**src/design/srlm_pkg.sv**
```systemverilog
package srlm_pkg;

  localparam int unsigned CharW  = 8;
  localparam int unsigned CfgW   = 64;
  localparam int unsigned CountW = 4;

  // Configuration register indexes.
  typedef enum logic [2:0] {
    CFG_TOKEN_CHARS  = 3'd0,
    CFG_STAR_MASK    = 3'd1,
    CFG_ANY_MASK     = 3'd2,
    CFG_TOKEN_COUNT  = 3'd3,
    CFG_ANCHOR_START = 3'd4,
    CFG_ANCHOR_END   = 3'd5
  } cfg_index_t;

  typedef struct packed {
    logic [CfgW-1:0]   token_chars;
    logic [7:0]        star_mask;
    logic [7:0]        any_mask;
    logic [CountW-1:0] token_count;
    logic              anchor_start;
    logic              anchor_end;
  } cfg_t;

  typedef struct packed {
    logic match_seen;
    logic text_ended;
    logic at_line_start;
  } line_flags_t;

endpackage

```
**src/design/simple_regex_line_matcher_unit.sv**
```systemverilog
// Channel  Direction  Handshake          Payload
// in       input      in_valid/in_stall  in_text_byte, in_line_last
// out      output     out_valid/out_stall out_line_matched
// cfg      input      cfg_we             cfg_index, cfg_wdata
//
// One item per cycle is sustained while no held result stalls the input; a result passes the
// input register, then the result register, after the last byte of its line is accepted.
// The position update is a single combinational pass between those two registers.
// Reset (rst_n low at a clock edge) clears configuration and puts the matcher at line start.
// A held result stalls only the last byte of the next line; other bytes keep flowing.
module simple_regex_line_matcher_unit
  import srlm_pkg::*;
#(
  parameter int unsigned TOKENS = 8
) (
  input  logic             clk,
  input  logic             rst_n,
  input  logic             cfg_we,
  input  logic [2:0]       cfg_index,
  input  logic [CfgW-1:0]  cfg_wdata,
  input  logic             in_valid,
  output logic             in_stall,
  input  logic [CharW-1:0] in_text_byte,
  input  logic             in_line_last,
  output logic             out_valid,
  input  logic             out_stall,
  output logic             out_line_matched
);

  cfg_t             cfg;
  logic             inq_valid_r;
  logic             inq_valid_nxt;
  logic [CharW-1:0] inq_byte_r;
  logic             inq_last_r;
  logic [TOKENS:0]  active_r;
  logic [TOKENS:0]  active_nxt;
  line_flags_t      flags_r;
  line_flags_t      flags_nxt;
  logic             matched;
  logic             fire;
  logic             in_accept;
  logic             out_valid_r;
  logic             out_valid_nxt;
  logic             out_matched_r;

  srlm_cfg u_cfg (
    .clk       (clk),
    .rst_n     (rst_n),
    .cfg_we    (cfg_we),
    .cfg_index (cfg_index),
    .cfg_wdata (cfg_wdata),
    .cfg       (cfg)
  );

  srlm_step #(
    .TOKENS (TOKENS)
  ) u_step (
    .cfg          (cfg),
    .active       (active_r),
    .flags        (flags_r),
    .text_byte    (inq_byte_r),
    .line_last    (inq_last_r),
    .active_nxt   (active_nxt),
    .flags_nxt    (flags_nxt),
    .line_matched (matched)
  );

  // The queued item is processed unless it produces a result and the result
  // register is still held.
  assign fire      = inq_valid_r && !(inq_last_r && out_valid_r && out_stall);
  assign in_stall  = inq_valid_r && !fire;
  assign in_accept = in_valid && !in_stall;

  assign inq_valid_nxt = in_accept || (inq_valid_r && !fire);
  assign out_valid_nxt = (fire && inq_last_r) || (out_valid_r && out_stall);

  always_ff @(posedge clk) begin
    if (!rst_n) begin
      inq_valid_r <= 1'b0;
      out_valid_r <= 1'b0;
      active_r    <= {{TOKENS{1'b0}}, 1'b1};
      flags_r     <= '{match_seen: 1'b0, text_ended: 1'b0, at_line_start: 1'b1};
    end else begin
      inq_valid_r <= inq_valid_nxt;
      out_valid_r <= out_valid_nxt;
      if (fire) begin
        active_r <= active_nxt;
        flags_r  <= flags_nxt;
      end
    end
  end

  always_ff @(posedge clk) begin
    if (in_accept) begin
      inq_byte_r <= in_text_byte;
      inq_last_r <= in_line_last;
    end
    if (fire && inq_last_r) begin
      out_matched_r <= matched;
    end
  end

  assign out_valid        = out_valid_r;
  assign out_line_matched = out_matched_r;

endmodule

```
**src/design/srlm_cfg.sv**
```systemverilog
module srlm_cfg
  import srlm_pkg::*;
(
  input  logic            clk,
  input  logic            rst_n,
  input  logic            cfg_we,
  input  logic [2:0]      cfg_index,
  input  logic [CfgW-1:0] cfg_wdata,
  output cfg_t            cfg
);

  cfg_t cfg_r;

  always_ff @(posedge clk) begin
    if (!rst_n) begin
      cfg_r <= '0;
    end else if (cfg_we) begin
      case (cfg_index)
        CFG_TOKEN_CHARS:  cfg_r.token_chars  <= cfg_wdata;
        CFG_STAR_MASK:    cfg_r.star_mask    <= cfg_wdata[7:0];
        CFG_ANY_MASK:     cfg_r.any_mask     <= cfg_wdata[7:0];
        CFG_TOKEN_COUNT:  cfg_r.token_count  <= cfg_wdata[CountW-1:0];
        CFG_ANCHOR_START: cfg_r.anchor_start <= cfg_wdata[0];
        CFG_ANCHOR_END:   cfg_r.anchor_end   <= cfg_wdata[0];
        default: ;
      endcase
    end
  end

  assign cfg = cfg_r;

endmodule

```
**src/design/srlm_step.sv**
```systemverilog
module srlm_step
  import srlm_pkg::*;
#(
  parameter int unsigned TOKENS = 8
) (
  input  cfg_t               cfg,
  input  logic [TOKENS:0]    active,
  input  line_flags_t        flags,
  input  logic [CharW-1:0]   text_byte,
  input  logic               line_last,
  output logic [TOKENS:0]    active_nxt,
  output line_flags_t        flags_nxt,
  output logic               line_matched
);

  logic [CountW-1:0] used;
  logic [TOKENS:0]   start_set;
  logic [TOKENS:0]   act0;
  logic [TOKENS:0]   adv_set;
  logic [TOKENS:0]   act1;
  logic              ms0;
  logic              ms1;
  logic              ms2;
  logic              te0;
  logic              te1;

  // Positions reachable by skipping starred tokens.
  function automatic logic [TOKENS:0] closure(input logic [TOKENS:0] set,
                                              input logic [CountW-1:0] n,
                                              input logic [7:0] star);
    logic [TOKENS:0] s;
    s = set;
    for (int i = 0; i < TOKENS; i++) begin
      if ((CountW'(i) < n) && s[i] && star[i]) begin
        s[i+1] = 1'b1;
      end
    end
    return s;
  endfunction

  function automatic logic final_set(input logic [TOKENS:0] set,
                                     input logic [CountW-1:0] n);
    logic f;
    f = 1'b0;
    for (int i = 0; i <= TOKENS; i++) begin
      if (CountW'(i) == n) begin
        f = set[i];
      end
    end
    return f;
  endfunction

  always_comb begin
    if (cfg.token_count > CountW'(TOKENS)) begin
      used = CountW'(TOKENS);
    end else begin
      used = cfg.token_count;
    end

    start_set = closure({{TOKENS{1'b0}}, 1'b1}, used, cfg.star_mask);

    // The first byte of a line starts from the start position.
    if (flags.at_line_start) begin
      act0 = start_set;
      ms0  = !cfg.anchor_end && final_set(start_set, used);
      te0  = 1'b0;
    end else begin
      act0 = active;
      ms0  = flags.match_seen;
      te0  = flags.text_ended;
    end

    adv_set = '0;
    for (int i = 0; i < TOKENS; i++) begin
      if ((CountW'(i) < used) && act0[i] &&
          (cfg.any_mask[i] || (cfg.token_chars[CharW*i +: CharW] == text_byte))) begin
        if (cfg.star_mask[i]) begin
          adv_set[i] = 1'b1;
        end else begin
          adv_set[i+1] = 1'b1;
        end
      end
    end
    if (!cfg.anchor_start) begin
      adv_set[0] = 1'b1;
    end

    act1 = act0;
    ms1  = ms0;
    te1  = te0;
    if (!te0) begin
      if (text_byte == '0) begin
        // A zero byte ends the text; an end anchor is checked here.
        ms1 = ms0 || (cfg.anchor_end && final_set(act0, used));
        te1 = 1'b1;
      end else begin
        act1 = closure(adv_set, used, cfg.star_mask);
        ms1  = ms0 || (!cfg.anchor_end && final_set(act1, used));
      end
    end

    ms2 = ms1;
    if (!te1) begin
      ms2 = ms1 || (cfg.anchor_end && final_set(act1, used));
    end
    line_matched = ms2;

    if (line_last) begin
      active_nxt              = start_set;
      flags_nxt.match_seen    = 1'b0;
      flags_nxt.text_ended    = 1'b0;
      flags_nxt.at_line_start = 1'b1;
    end else begin
      active_nxt              = act1;
      flags_nxt.match_seen    = ms1;
      flags_nxt.text_ended    = te1;
      flags_nxt.at_line_start = 1'b0;
    end
  end

endmodule
```
**config.mk**
```make
export PLATFORM = sky130hd
export DESIGN_NAME = simple_regex_line_matcher_unit
export DESIGN_NICKNAME = d
export VERILOG_FILES = /design/src/design/srlm_pkg.sv /design/src/design/simple_regex_line_matcher_unit.sv /design/src/design/srlm_cfg.sv /design/src/design/srlm_step.sv
export SDC_FILE = /design/constraint.sdc
export NUM_CORES = 1
export LEC_CHECK = 0
export ABC_AREA = 1
export BUFFER_PORTS_ARGS = -buffer_cell sky130_fd_sc_hd__buf_2
export CORE_MARGIN = 2
export CORE_UTILIZATION = 45
export DETAILED_ROUTE_END_ITERATION = 10
export GPL_TIMING_DRIVEN = 0
export MAX_ROUTING_LAYER = met4
export PLACE_DENSITY = 0.66
export SYNTH_ARGS = -nofsm -noshare
export SYNTH_HDL_FRONTEND = slang
export SYNTH_SLANG_ARGS = --single-unit
```
**constraint.sdc**
```tcl
create_clock -name clk -period 4 [get_ports clk]
set_clock_uncertainty 0.2 [all_clocks]
set_input_delay 0.6 -clock clk [delete_from_list [all_inputs] [get_ports clk]]
set_output_delay 0.6 -clock clk [all_outputs]
set_load 0.02 [all_outputs]
```
==> flow_metrics.env <==
export IMPL_status="complete, no violations"
export IMPL_grt_pass1_wl_mm=25.2
export IMPL_via_per_inst=5.02
export IMPL_yosysMostFrequentCell="nor2_1"
export IMPL_fmax_ghz=0.287
export IMPL_antenna_found_initial=0
export IMPL_nNetsFinal=987
export IMPL_maxSlewHeadroom_pct=49.8
export IMPL_cts_resized=0
export IMPL_cts_tree="built"
export IMPL_yosys_cell_types_count=42
export IMPL_hpwl_mm=11.9
export IMPL_hold_path_class="primary input to register"
export IMPL_clkTransAtPathRegs_ns=0.07
export IMPL_power_per_cell_area_nw_per_um2=348
export IMPL_yosys_area_share_simple_pct=25.6
export IMPL_row_count=41
export IMPL_timing_hold_ws_ns=0.214
export IMPL_antenna_cells=0
export IMPL_min_to="inq_last_r"
export IMPL_cap_violations=0
export IMPL_syn_nets=893
export IMPL_grt_util_all_layers_pct=24.9
export IMPL_cts_setup_buffers=0
export IMPL_r2r_cells=15
export IMPL_yosys_top_cells_count="nor2_1 (164), nand2_1 (121), o21ai_0 (104)"
export IMPL_wl_mm=15.5
export IMPL_layout_min_cycle_time_ns=3.48
export IMPL_synth_top_area_share_pct=35.1
export IMPL_drtAntennaViolNets=0
export IMPL_ys_warn_count=0
export IMPL_synth_xor_xnor_area_share_pct=7.22
export IMPL_regToRegStartpoint="inq_byte_r[1]"
export IMPL_place_gp_congestion=0.900
export IMPL_fin_setup_tns_ns=0
export IMPL_wl_per_cell_um=14.3
export IMPL_maxSlewViolCount=0
export IMPL_synth_seq_area_share_pct=40.4
export IMPL_die_x_um=117
export IMPL_syn_avg_cell_area_um2=7.02
export IMPL_yosysTopAreaCell="dfxtp_1"
export IMPL_io_pins=84
export IMPL_synth_ff_type="dfxtp_1"
export IMPL_die_area_um2=13600
export IMPL_whs_path_depth=1
export IMPL_synth_compound_gate_area_share_pct=18.6
export IMPL_dpl_cell_area_um2=6330
export IMPL_r2r_end="out_line_matched"
export IMPL_die_y_um=117
export IMPL_synthAdderAreaFrac_pct=0
export IMPL_core_area_um2=12500
export IMPL_min_from="in_line_last"
export IMPL_crit_type="register to register"
export IMPL_htree_num_levels=3
export IMPL_critical_path_arrival_ns=3.38
export IMPL_startpoint_type="register"
export IMPL_final_setup_viol_count=0
export IMPL_first_iter_violations=284
export IMPL_tightest_slew_ns=0.750
export IMPL_drcViolationCount=0
export IMPL_grt_pass1_vias=5096
export IMPL_ctsRootBufferMaster="clkbuf_16"
export IMPL_end_kind="register"
export IMPL_synth_area_top_cells="dfxtp_1 (35%), nor2_1 (11%), o21ai_0 (9.1%), nand2_1 (8.0%), edfxtp_1 (5.3%)"
export IMPL_rsz0062_at_grt="no"
export IMPL_leakagePower_nw=3.01
export IMPL_cts_hold_buf=0
export IMPL_grt_max_degree=18
export IMPL_clockBufferDepth=2
export IMPL_synthMuxAreaShare_pct=0
export IMPL_cts_made_buffers=9
export IMPL_dp_cells=1067
export IMPL_vias=5439
export IMPL_clock_latency_ns=0.36
export IMPL_synth_top_family_by_area="simple AND/OR/NAND/NOR gates"
export IMPL_synth_cells=812
export IMPL_fin_area_um2=6600
export IMPL_syn2layout_area_growth_pct=15.7
export IMPL_period_share_pct=87.0
export IMPL_crit_fanout=10
export IMPL_globalRouteOverflowTotal=0
export IMPL_synth_edf_count=10
export IMPL_floorplan_initialDensity_pct=45.6
export IMPL_syn_area_um2=5700
export IMPL_firstDrtPassIters=6
export IMPL_final_cells=1083
export IMPL_vdd_drop_max_mv=0.282
export IMPL_reg2reg_slack_ns=0.52
export IMPL_layout_drive_gt1_share_pct=15.9
export IMPL_worstPathRequired_ns=3.90
export IMPL_finalHoldViolations=0
export IMPL_clock_sinks=110
export IMPL_port_buffers=83
export IMPL_ys_seq_elements=110
export IMPL_async_reset_ff_share_pct=0
per-stage QoR:
step	total power, W	setup WS, ns	utilization, %
4_1_cts	0.00231	0.607	52.7
3_5_place_dp	0.00147	0.627	50.6
6_report	0.00229	0.520	52.7
5_1_grt	0.00239	0.207	52.7
3_3_place_gp	0.00147	0.630	50.6
2_1_floorplan	0.00137	1.25	-
sequential cells by signal, indices dropped and copies added (netlist names):
name and cells:
inq_last_r 1, inq_byte_r 8, out_line_matched 1, flags_r 3
u_cfg.cfg 86, inq_valid_r 1, out_valid 1, active_r 9
cells in the final DEF, fill, tap and decap left out, types with 21 or more instances in the layout:
master / count
nand3_1: 23
inv_1: 71
xor2_1: 26
o21ai_0: 104
nand2_1: 121
a21oi_1: 42
nor2_1: 164
clkbuf_1: 30
dfxtp_1: 100
buf_2: 90
xnor2_1: 21
critical path, cell delays in order, from the launching register on:
cell and delay, ns:
edfxtp_1 0.33, buf_2 0.26, inv_1 0.19, nand4_1 0.31
inv_1 0.13, nor2_1 0.27, clkbuf_1 0.39, nand3_1 0.12
o21ai_0 0.15, o21ai_0 0.12, o22ai_1 0.17, o21ai_0 0.12
a211oi_1 0.19, a21oi_1 0.09, o21ai_1 0.09, o21bai_1 0.10
layer usage:
metal | up-vias | routed length, um | global-route usage (%) | share of wire, %
met5 | - | 0 | - | 0
met4 | 0 | 246 | 6.12 | 1.6
met3 | 19 | 867 | 4.57 | 5.6
met2 | 135 | 7120 | 40.3 | 46
met1 | 2464 | 7280 | 32.5 | 47
li1 | 2821 | - | - | -
area by class of cell:
type                       count  area [um2]
sequential                   110        2300
buffer                        37         155
clock buffer                  12         236
fill                        1356        5920
inverter                      83         313
multi-input combinational    582        2930
tap                          172         215
clock inverter                 4        30.0
timing repair buffer          83         415
how the worst max path moves through the flow:
stage / end / cells past startpoint / slack, ns / from
CTS: out_line_matched / 15 / 0.61 / inq_byte_r[1]
finish: out_line_matched / 15 / 0.52 / inq_byte_r[1]
detailed placement: out_line_matched / 15 / 0.63 / inq_byte_r[1]
global placement: out_line_matched / 15 / 0.63 / inq_byte_r[1]
global route: out_line_matched / 15 / 0.21 / inq_byte_r[1]
floorplan: out_line_matched / 27 / 1.25 / u_cfg.cfg[5]
cell families after synthesis:
| group | after synthesis |
|---|---|
| xor+xnor | 47 |
| flops | 110 |
| simple gates | 347 |
| buf+inv | 120 |
| compound gates | 188 |
power by group:
| part | total [W] | switching [W] | internal [W] |
|---|---|---|---|
| Combinational | 0.000275 | 0.000169 | 0.000106 |
| Clock | 0.000847 | 0.000419 | 0.000428 |
| Sequential | 0.00117 | 0.0000227 | 0.00115 |
Power figures use the tool's default switching activity.
